**src/hdl/stc_pkg.sv**
```systemverilog
// ----------------------------------------------------------------------------
// stc_pkg
// Shared types and constants for the seconds to calendar converter.
// ----------------------------------------------------------------------------
`default_nettype none

package stc_pkg;

    localparam int IN_W   = 32;
    localparam int OUT_W  = 48;
    localparam int DAYS_W = 16;
    localparam int TOD_W  = 17;
    localparam int MOD_W  = 11;

    localparam int DAY_SHIFT = 7;

    // floor(x / 675) = (x * DAY_RECIP) >> DAY_RECIP_SH for x < 2**25
    localparam logic [25:0] DAY_RECIP    = 26'd50903317;
    localparam int          DAY_RECIP_SH = 35;
    localparam logic [9:0]  DAY_ODD      = 10'd675;

    // floor(x / 15), x < 2**15
    localparam logic [15:0] MOD_RECIP    = 16'd34953;
    localparam int          MOD_RECIP_SH = 19;

    // floor(x / 15), x < 2**9
    localparam logic [9:0]  HOUR_RECIP    = 10'd547;
    localparam int          HOUR_RECIP_SH = 13;

    // floor(x / 7), x < 2**16
    localparam logic [16:0] WD_RECIP    = 17'd74899;
    localparam int          WD_RECIP_SH = 19;

    // floor(x / 1461), x < 2**16
    localparam logic [16:0] CYC_RECIP    = 17'd91868;
    localparam int          CYC_RECIP_SH = 27;

    localparam logic [10:0] DAYS_PER_CYCLE   = 11'd1461;
    localparam logic [10:0] LEAP_YEAR_DAYS   = 11'd366;
    localparam logic [10:0] COMMON_YEAR_DAYS = 11'd365;
    localparam logic [10:0] TWO_YEAR_DAYS    = 11'd730;
    localparam logic [5:0]  SIXTY            = 6'd60;
    localparam logic [11:0] BASE_YEAR        = 12'd2000;

    localparam logic [11:0][8:0] MONTH_START_COMMON = {
        9'd334, 9'd304, 9'd273, 9'd243, 9'd212, 9'd181,
        9'd151, 9'd120, 9'd90,  9'd59,  9'd31,  9'd0
    };
    localparam logic [11:0][8:0] MONTH_START_LEAP = {
        9'd335, 9'd305, 9'd274, 9'd244, 9'd213, 9'd182,
        9'd152, 9'd121, 9'd91,  9'd60,  9'd31,  9'd0
    };

    typedef struct packed {
        logic [DAYS_W-1:0] days;
        logic [TOD_W-1:0]  tod;
    } t_split;

    typedef struct packed {
        logic [4:0] hour;
        logic [5:0] min;
        logic [5:0] sec;
    } t_clock;

    typedef struct packed {
        logic [11:0] year;
        logic [3:0]  month;
        logic [4:0]  day;
        logic [2:0]  wd;
    } t_date;

endpackage

`default_nettype wire

```
**src/hdl/stc_day_split.sv**
```systemverilog
// ----------------------------------------------------------------------------
// stc_day_split
// Input register, then split of the seconds count into whole days and
// seconds of the day (stages 0 to 2).
// ----------------------------------------------------------------------------
`default_nettype none

module stc_day_split
    import stc_pkg::*;
(
    input  wire logic            i_clk,
    input  wire logic            i_en,
    input  wire logic [IN_W-1:0] i_count,
    output t_split               o_split
);

    logic [IN_W-1:0]           r_cnt;
    logic [IN_W-DAY_SHIFT-1:0] r1_q0;
    logic [DAY_SHIFT-1:0]      r1_lo;
    logic [DAYS_W-1:0]         r1_days;
    t_split                    r2_split;

    logic [IN_W-DAY_SHIFT-1:0] w_q0;
    logic [50:0]               w_prod;
    logic [IN_W-DAY_SHIFT-1:0] w_d675;
    logic [IN_W-DAY_SHIFT-1:0] w_rem;
    t_split                    n2_split;

    assign w_q0   = r_cnt[IN_W-1:DAY_SHIFT];
    assign w_prod = 51'(w_q0) * 51'(DAY_RECIP);

    assign w_d675 = 25'(r1_days) * 25'(DAY_ODD);
    assign w_rem  = r1_q0 - w_d675;

    always_comb begin
        n2_split.days = r1_days;
        n2_split.tod  = {w_rem[9:0], r1_lo};
    end

    always_ff @(posedge i_clk) begin
        if (i_en) begin
            r_cnt    <= i_count;
            r1_q0    <= w_q0;
            r1_lo    <= r_cnt[DAY_SHIFT-1:0];
            r1_days  <= w_prod[DAY_RECIP_SH+DAYS_W-1:DAY_RECIP_SH];
            r2_split <= n2_split;
        end
    end

    assign o_split = r2_split;

endmodule

`default_nettype wire

```
**src/hdl/stc_clock.sv**
```systemverilog
// ----------------------------------------------------------------------------
// stc_clock
// Seconds of the day to hour, minute and second (stages 3 to 6).
// ----------------------------------------------------------------------------
`default_nettype none

module stc_clock
    import stc_pkg::*;
(
    input  wire logic             i_clk,
    input  wire logic             i_en,
    input  wire logic [TOD_W-1:0] i_tod,
    output t_clock                o_clock
);

    logic [TOD_W-1:0] r3_tod;
    logic [MOD_W-1:0] r3_mod;
    logic [MOD_W-1:0] r4_mod;
    logic [4:0]       r4_hour;
    logic [5:0]       r4_sec;
    logic [MOD_W-1:0] r5_mod;
    logic [MOD_W-1:0] r5_h60;
    logic [4:0]       r5_hour;
    logic [5:0]       r5_sec;
    t_clock           r6_clock;

    logic [30:0]      w_mprod;
    logic [18:0]      w_hprod;
    logic [TOD_W-1:0] w_m60;
    logic [TOD_W-1:0] w_sec;
    logic [MOD_W-1:0] w_min;
    t_clock           n6_clock;

    assign w_mprod = 31'(i_tod[TOD_W-1:2]) * 31'(MOD_RECIP);
    assign w_hprod = 19'(r3_mod[MOD_W-1:2]) * 19'(HOUR_RECIP);
    assign w_m60   = 17'(r3_mod) * 17'(SIXTY);
    assign w_sec   = r3_tod - w_m60;
    assign w_min   = r5_mod - r5_h60;

    always_comb begin
        n6_clock.hour = r5_hour;
        n6_clock.min  = w_min[5:0];
        n6_clock.sec  = r5_sec;
    end

    always_ff @(posedge i_clk) begin
        if (i_en) begin
            r3_tod   <= i_tod;
            r3_mod   <= w_mprod[MOD_RECIP_SH+MOD_W-1:MOD_RECIP_SH];
            r4_mod   <= r3_mod;
            r4_hour  <= w_hprod[HOUR_RECIP_SH+4:HOUR_RECIP_SH];
            r4_sec   <= w_sec[5:0];
            r5_mod   <= r4_mod;
            r5_h60   <= 11'(r4_hour) * 11'(SIXTY);
            r5_hour  <= r4_hour;
            r5_sec   <= r4_sec;
            r6_clock <= n6_clock;
        end
    end

    assign o_clock = r6_clock;

endmodule

`default_nettype wire

```
**src/hdl/stc_calendar.sv**
```systemverilog
// ----------------------------------------------------------------------------
// stc_calendar
// Day number to weekday, day of month, month and year over four-year
// cycles (stages 3 to 6).
// ----------------------------------------------------------------------------
`default_nettype none

module stc_calendar
    import stc_pkg::*;
(
    input  wire logic              i_clk,
    input  wire logic              i_en,
    input  wire logic [DAYS_W-1:0] i_days,
    output t_date                  o_date
);

    logic [DAYS_W-1:0] r3_days;
    logic [12:0]       r3_q7;
    logic [5:0]        r3_cyc;
    logic [2:0]        r4_wd;
    logic [10:0]       r4_off;
    logic [5:0]        r4_cyc;
    logic [2:0]        r5_wd;
    logic [8:0]        r5_doy;
    logic              r5_leap;
    logic [11:0]       r5_year;
    t_date             r6_date;

    logic [32:0]       w_wprod;
    logic [32:0]       w_cprod;
    logic [DAYS_W-1:0] w_q7x7;
    logic [DAYS_W-1:0] w_wd;
    logic [DAYS_W-1:0] w_cx;
    logic [DAYS_W-1:0] w_off;
    logic [10:0]       n5_rest;
    logic [10:0]       n5_doy;
    logic [1:0]        n5_yoff;
    logic              n5_leap;
    logic [11:0]       n5_year;
    logic [3:0]        w_mon;
    logic [8:0]        w_start;
    logic [8:0]        w_dom;
    t_date             n6_date;

    assign w_wprod = 33'(i_days) * 33'(WD_RECIP);
    assign w_cprod = 33'(i_days) * 33'(CYC_RECIP);

    assign w_q7x7 = 16'(r3_q7) * 16'd7;
    assign w_wd   = r3_days - w_q7x7;
    assign w_cx   = 16'(r3_cyc) * 16'(DAYS_PER_CYCLE);
    assign w_off  = r3_days - w_cx;

    always_comb begin
        n5_leap = (r4_off < LEAP_YEAR_DAYS);
        n5_rest = r4_off - LEAP_YEAR_DAYS;
        if (n5_leap) begin
            n5_yoff = 2'd0;
            n5_doy  = r4_off;
        end else if (n5_rest >= TWO_YEAR_DAYS) begin
            n5_yoff = 2'd3;
            n5_doy  = n5_rest - TWO_YEAR_DAYS;
        end else if (n5_rest >= COMMON_YEAR_DAYS) begin
            n5_yoff = 2'd2;
            n5_doy  = n5_rest - COMMON_YEAR_DAYS;
        end else begin
            n5_yoff = 2'd1;
            n5_doy  = n5_rest;
        end
        n5_year = BASE_YEAR + {4'd0, r4_cyc, 2'b00} + 12'(n5_yoff);
    end

    always_comb begin
        w_mon = 4'd0;
        for (int i = 1; i < 12; i++) begin
            if (r5_doy >= (r5_leap ? MONTH_START_LEAP[i] : MONTH_START_COMMON[i])) begin
                w_mon = 4'(i);
            end
        end
        w_start = r5_leap ? MONTH_START_LEAP[w_mon] : MONTH_START_COMMON[w_mon];
        w_dom   = r5_doy - w_start + 9'd1;
        n6_date.year  = r5_year;
        n6_date.month = w_mon + 4'd1;
        n6_date.day   = w_dom[4:0];
        n6_date.wd    = r5_wd;
    end

    always_ff @(posedge i_clk) begin
        if (i_en) begin
            r3_days <= i_days;
            r3_q7   <= w_wprod[WD_RECIP_SH+12:WD_RECIP_SH];
            r3_cyc  <= w_cprod[CYC_RECIP_SH+5:CYC_RECIP_SH];
            r4_wd   <= w_wd[2:0];
            r4_off  <= w_off[10:0];
            r4_cyc  <= r3_cyc;
            r5_wd   <= r4_wd;
            r5_doy  <= n5_doy[8:0];
            r5_leap <= n5_leap;
            r5_year <= n5_year;
            r6_date <= n6_date;
        end
    end

    assign o_date = r6_date;

endmodule

`default_nettype wire

```
**src/hdl/seconds_to_calendar_core.sv**
```systemverilog
// ----------------------------------------------------------------------------
// seconds_to_calendar_core
// Converts a seconds count from 2000-01-01 00:00:00 into time of day,
// weekday and calendar date, one transfer per cycle while m_axis is not stalled.
//
//   channel   dir   tdata bits (low to high)
//   s_axis    in    seconds_count[31:0]
//   m_axis    out   second, minute, hour, weekday, day, month, year, pad
//
// One transfer in per cycle, one transfer out per cycle, while the output is not stalled.
// The pipeline has seven register stages; its depth is set by the chain of
// constant reciprocal multiplies.
// Reset clears the stage valid bits only.
// A stalled output freezes all seven stages and drops s_axis_tready.
// ----------------------------------------------------------------------------
`default_nettype none

module seconds_to_calendar_core
    import stc_pkg::*;
(
    input  wire logic             i_clk,
    input  wire logic             i_rst_n,
    input  wire logic             i_s_axis_tvalid,
    output      logic             o_s_axis_tready,
    input  wire logic [IN_W-1:0]  i_s_axis_tdata,   // seconds_count[31:0]
    output      logic             o_m_axis_tvalid,
    input  wire logic             i_m_axis_tready,
    // second_of_minute[5:0], minute_of_hour[11:6], hour_of_day[16:12],
    // weekday[19:17], day_of_month[24:20], month_number[28:25],
    // year_number[40:29], zero pad[47:41]
    output      logic [OUT_W-1:0] o_m_axis_tdata
);

    localparam int STAGES = 7;

    logic [STAGES-1:0] r_vld;
    logic              w_en;
    t_split            w_split;
    t_clock            w_clock;
    t_date             w_date;

    assign w_en            = ~r_vld[STAGES-1] | i_m_axis_tready;
    assign o_s_axis_tready = w_en;
    assign o_m_axis_tvalid = r_vld[STAGES-1];

    always_ff @(posedge i_clk) begin
        if (!i_rst_n) begin
            r_vld <= '0;
        end else if (w_en) begin
            r_vld <= {r_vld[STAGES-2:0], i_s_axis_tvalid};
        end
    end

    stc_day_split u_split (
        .i_clk   (i_clk),
        .i_en    (w_en),
        .i_count (i_s_axis_tdata),
        .o_split (w_split)
    );

    stc_clock u_clock (
        .i_clk   (i_clk),
        .i_en    (w_en),
        .i_tod   (w_split.tod),
        .o_clock (w_clock)
    );

    stc_calendar u_calendar (
        .i_clk  (i_clk),
        .i_en   (w_en),
        .i_days (w_split.days),
        .o_date (w_date)
    );

    assign o_m_axis_tdata = {7'd0, w_date.year, w_date.month, w_date.day, w_date.wd,
                             w_clock.hour, w_clock.min, w_clock.sec};

    a_time_range: assert property (@(posedge i_clk) disable iff (!i_rst_n)
        o_m_axis_tvalid |-> (w_clock.sec < 6'd60) && (w_clock.min < 6'd60) &&
                            (w_clock.hour < 5'd24) && (w_date.wd < 3'd7))
        else $error("time of day field out of range");

    a_date_range: assert property (@(posedge i_clk) disable iff (!i_rst_n)
        o_m_axis_tvalid |-> (w_date.day >= 5'd1) && (w_date.month >= 4'd1) &&
                            (w_date.month <= 4'd12) && (w_date.year >= 12'd2000) &&
                            (w_date.year <= 12'd2136))
        else $error("date field out of range");

    a_feb_days: assert property (@(posedge i_clk) disable iff (!i_rst_n)
        (o_m_axis_tvalid && (w_date.month == 4'd2)) |-> (w_date.day <= 5'd29))
        else $error("day of month past end of February");

    a_stall_freeze: assert property (@(posedge i_clk) disable iff (!i_rst_n)
        (o_m_axis_tvalid && !i_m_axis_tready) |-> !o_s_axis_tready)
        else $error("input taken while output held");

endmodule

`default_nettype wire
```
**config.mk**
```make
export PLATFORM = sky130hd
export DESIGN_NAME = seconds_to_calendar_core
export DESIGN_NICKNAME = d
export VERILOG_FILES = /design/src/hdl/stc_pkg.sv /design/src/hdl/stc_day_split.sv /design/src/hdl/stc_clock.sv /design/src/hdl/stc_calendar.sv /design/src/hdl/seconds_to_calendar_core.sv
export SDC_FILE = /design/constraint.sdc
export NUM_CORES = 2
export LEC_CHECK = 0
export BUFFER_PORTS_ARGS = -buffer_cell sky130_fd_sc_hd__buf_2
export CAP_MARGIN = 30
export CORE_MARGIN = 4
export CORE_UTILIZATION = 55
export DETAILED_ROUTE_END_ITERATION = 7
export PLACE_DENSITY = 0.72
export SYNTH_ARGS = -nofsm -noshare
export SYNTH_HDL_FRONTEND = slang
export SYNTH_SLANG_ARGS = --single-unit
```
**constraint.sdc**
```tcl
create_clock -name i_clk -period 7.2 [get_ports i_clk]
set_input_delay 0.36 -clock i_clk [delete_from_list [all_inputs] [get_ports i_clk]]
set_output_delay 0.36 -clock i_clk [all_outputs]
set_load 0.005 [all_outputs]
```
==> impl_metrics.json <==
{
  "outcome": "finished clean",
  "maxSlewViolCount": 0,
  "synthesis.yosys.warnings": 0,
  "tightest_slew_ps": 909.2,
  "detail_route.drc_violations": 0,
  "worst-setup-path-type": "reg -> reg",
  "io_pins": 86,
  "post_route_cells_drive_above_1_share_pct": 5.724,
  "drt-initial-drc-count": 893,
  "layout_commonest_cell": "sky130_fd_sc_hd__inv_1",
  "syn_to_final_growth_pct": 9.337,
  "cts.sinks": 263,
  "grt_max_degree": 122,
  "nets": 3981,
  "clk_root_buffer_cell": "sky130_fd_sc_hd__clkbuf_16",
  "timing.critical_path.from_type": "flop",
  "route.antenna.remaining_nets": 0,
  "dp_cells": 3552,
  "maxCapViolCount": 0,
  "post_synth_instance_area_mm2": 0.03093,
  "grt_pass1_wl_um": 103100,
  "first_global_vias": 20940,
  "worst_hold_depth": 3,
  "setup_violations": 0,
  "via_per_inst": 5.178,
  "chipWidth_um": 245.1,
  "critical_path.max_fanout": 7,
  "dr.pass1.iters": 5,
  "groute.usage.overall_pct": 21.25,
  "setup-tns-final_ps": 0,
  "syn_avg_cell_area_um2": 11.35,
  "synthFlopType": "sky130_fd_sc_hd__edfxtp_1",
  "yosys_register_bits": 263,
  "grt_antenna_before_repair": 0,
  "worst_ep_required_time_ps": 7490,
  "worst_clock_skew_ps": 23.84,
  "cts_tree": "done",
  "totalWireLength_um": 60610,
  "worstSkewPairLatency_ps": 550,
  "num_rows": 86,
  "r2r.worst_path.cells": 22,
  "grt_setup_unrepaired": "no",
  "finalHoldWorstSlack_ps": 76.03,
  "syn-instance-count": 2726,
  "min_period_over_period_pct": 95.31,
  "min_period_ps": 6862,
  "route.vias.total": 18890,
  "fmax_mhz": 145.7,
  "initial_standard_cell_utilization_of_the_core_pct": 55.81,
  "synth_sequential_area_ratio_pct": 25.31,
  "stdcell_count": 3648,
  "final_hold_viol_count": 0,
  "antennaDiodeCount": 0,
  "gr-total-overflow": 0,
  "hold_path.class": "in -> reg",
  "timing.max_slew.rel_slack_pct": 39.38,
  "synth_top_area_share_pct": 27.75,
  "synthDominantAreaCellType": "sky130_fd_sc_hd__ha_1",
  "synth_edf_count": 256,
  "clkSlewWorstSetupHoldPaths_ps": 60,
  "worst-endpoint-arrival_ps": 7160,
  "floorplan.die_area_mm2": 0.06009,
  "synth_cell_type_count": 63,
  "timing.critical_path.to_type": "flop",
  "floorplan.die.height_um": 245.1,
  "layout_common_cells": "sky130_fd_sc_hd__inv_1, sky130_fd_sc_hd__ha_1, sky130_fd_sc_hd__fa_1",
  "htree_num_levels": 2,
  "core_mm2": 0.05542,
  "fraction_of_registers_with_async_set_or_reset_after_synthesis_pct": 0,
  "tritoncts.num_buffers": 34,
  "yosys-top-cells-area": "sky130_fd_sc_hd__ha_1, sky130_fd_sc_hd__edfxtp_1, sky130_fd_sc_hd__fa_1",
  "routabilityCongestion": 0.9713,
  "cts.path.max_buffers": 3,
  "dpl.hpwl_um": 50400,
  "port-buffer-count": 78,
  "routed_wire_length_per_instance_um": 16.61
}
## critical path, stage by stage, from the launching register on
cell and delay, ps:
sky130_fd_sc_hd__edfxtp_1 550, sky130_fd_sc_hd__fa_1 540, sky130_fd_sc_hd__ha_1 280, sky130_fd_sc_hd__inv_1 60
sky130_fd_sc_hd__fa_1 510, sky130_fd_sc_hd__fa_1 570, sky130_fd_sc_hd__inv_1 70, sky130_fd_sc_hd__fa_1 530
sky130_fd_sc_hd__inv_1 50, sky130_fd_sc_hd__fa_1 530, sky130_fd_sc_hd__inv_1 70, sky130_fd_sc_hd__fa_1 510
sky130_fd_sc_hd__ha_1 330, sky130_fd_sc_hd__a21o_1 160, sky130_fd_sc_hd__a21o_1 180, sky130_fd_sc_hd__a21oi_2 250
sky130_fd_sc_hd__nand3b_1 170, sky130_fd_sc_hd__o211ai_1 380, sky130_fd_sc_hd__o31ai_1 110, sky130_fd_sc_hd__buf_4 160
sky130_fd_sc_hd__a211oi_1 310, sky130_fd_sc_hd__o21bai_1 120, sky130_fd_sc_hd__xor2_1 150
## cell families after synthesis
| family | count (synthesis) | synth area share (%) |
|---|---|---|
| AO/OA/AOI/OAI | 266 | 5.623 |
| XOR/XNOR | 121 | 3.475 |
| adder cells (fa/ha/maj) | 1068 | 52.48 |
| buffers and inverters | 804 | 9.907 |
| flip-flops | 263 | 25.31 |
| multiplexers | 3 | 0.09710 |
| other | 1 | 0.01212 |
| AND/OR/NAND/NOR | 200 | 3.099 |
## repair_timing
| item | 4_1_cts | 5_1_grt |
|---|---|---|
| hold endpoints to repair | 32 | 0 |
| gates resized for setup | 0 | 1 |
| setup buffers | 0 | 3 |
| setup endpoints to repair | 0 | 1 |
| hold buffers | 32 | 0 |
## synth_stat cells (7+ instances only)
| library cell | instances |
|---|---|
| sky130_fd_sc_hd__fa_1 | 382 |
| sky130_fd_sc_hd__buf_4 | 8 |
| sky130_fd_sc_hd__inv_1 | 783 |
| sky130_fd_sc_hd__o21ai_0 | 56 |
| sky130_fd_sc_hd__nand3_1 | 14 |
| sky130_fd_sc_hd__xor2_1 | 36 |
| sky130_fd_sc_hd__xnor2_1 | 83 |
| sky130_fd_sc_hd__nor2_1 | 47 |
| sky130_fd_sc_hd__nand2b_1 | 8 |
| sky130_fd_sc_hd__o31ai_1 | 8 |
| sky130_fd_sc_hd__buf_2 | 7 |
| sky130_fd_sc_hd__o21bai_1 | 14 |
| sky130_fd_sc_hd__a21boi_0 | 9 |
| sky130_fd_sc_hd__o21a_1 | 15 |
| sky130_fd_sc_hd__nor3_1 | 16 |
| sky130_fd_sc_hd__edfxtp_1 | 256 |
| sky130_fd_sc_hd__a211oi_1 | 13 |
| sky130_fd_sc_hd__a21o_1 | 32 |
| sky130_fd_sc_hd__dfxtp_1 | 7 |
| sky130_fd_sc_hd__o211ai_1 | 10 |
| sky130_fd_sc_hd__and2_1 | 8 |
| sky130_fd_sc_hd__a21oi_1 | 67 |
| sky130_fd_sc_hd__or3_1 | 7 |
| sky130_fd_sc_hd__a31oi_1 | 11 |
| sky130_fd_sc_hd__ha_1 | 686 |
| sky130_fd_sc_hd__nand4_1 | 15 |
| sky130_fd_sc_hd__nand2_1 | 63 |
## per-stage QoR
step	setup WS, ps	instance area, µm²	util (%)
floorplan	907.4	30950	-
global placement	406.1	32270	58.24
detailed placement	342.1	32270	58.24
CTS	245.2	33750	60.91
global route	33.93	33820	61.02
finish	337.8	33820	61.02
## worst paths after layout
| path | from | endpoint | slack, ps |
|---|---|---|---|
| max | u_split.r_cnt[26] | u_split.r1_days[14] | 340 |
| min | i_s_axis_tvalid | r_vld[0] | 80 |
| max reg2reg | u_split.r_cnt[26] | u_split.r1_days[14] | 340 |
| min reg2reg | u_clock.r5_sec[0] | u_clock.o_clock[0] | 420 |
## final cells by class
| cell class | instances | area [µm²] |
|---|---|---|
| multi-input combinational | 1665 | 20060 |
| tap | 748 | 935.9 |
| timing repair buffer | 130 | 880.8 |
| clock buffer | 36 | 858.3 |
| fill | 4423 | 21600 |
| inverter | 783 | 2947 |
| clock inverter | 23 | 304.0 |
| sequential | 263 | 7828 |
## layer usage
| layer | share of wire, % | up-vias | track usage, % |
|---|---|---|---|
| li1 | - | 9106 | - |
| met1 | 41 | 9248 | 25.97 |
| met2 | 52 | 394 | 38.47 |
| met3 | 3.9 | 141 | 2.764 |
| met4 | 4.1 | 0 | 7.904 |
| met5 | 0 | - | 0 |
## sequential cells by signal, indices dropped and copies added, names as in the netlist, 7 cells and up
| register | count |
|---|---|
| u_split.r1_lo | 7 |
| u_clock.o_clock | 17 |
| u_calendar.r3_days | 11 |
| u_split.r1_q0 | 10 |
| u_split.r1_days | 16 |
| u_calendar.r5_doy | 9 |
| u_split.r_cnt | 32 |
| u_split.o_split | 33 |
| u_calendar.o_date | 23 |
| u_calendar.r4_off | 11 |
| u_clock.r3_mod | 11 |
| u_calendar.r5_year | 11 |
| r_vld | 7 |
Power is not shown: default switching activity piles up to over one toggle a cycle in this logic, so the estimate is an artifact.
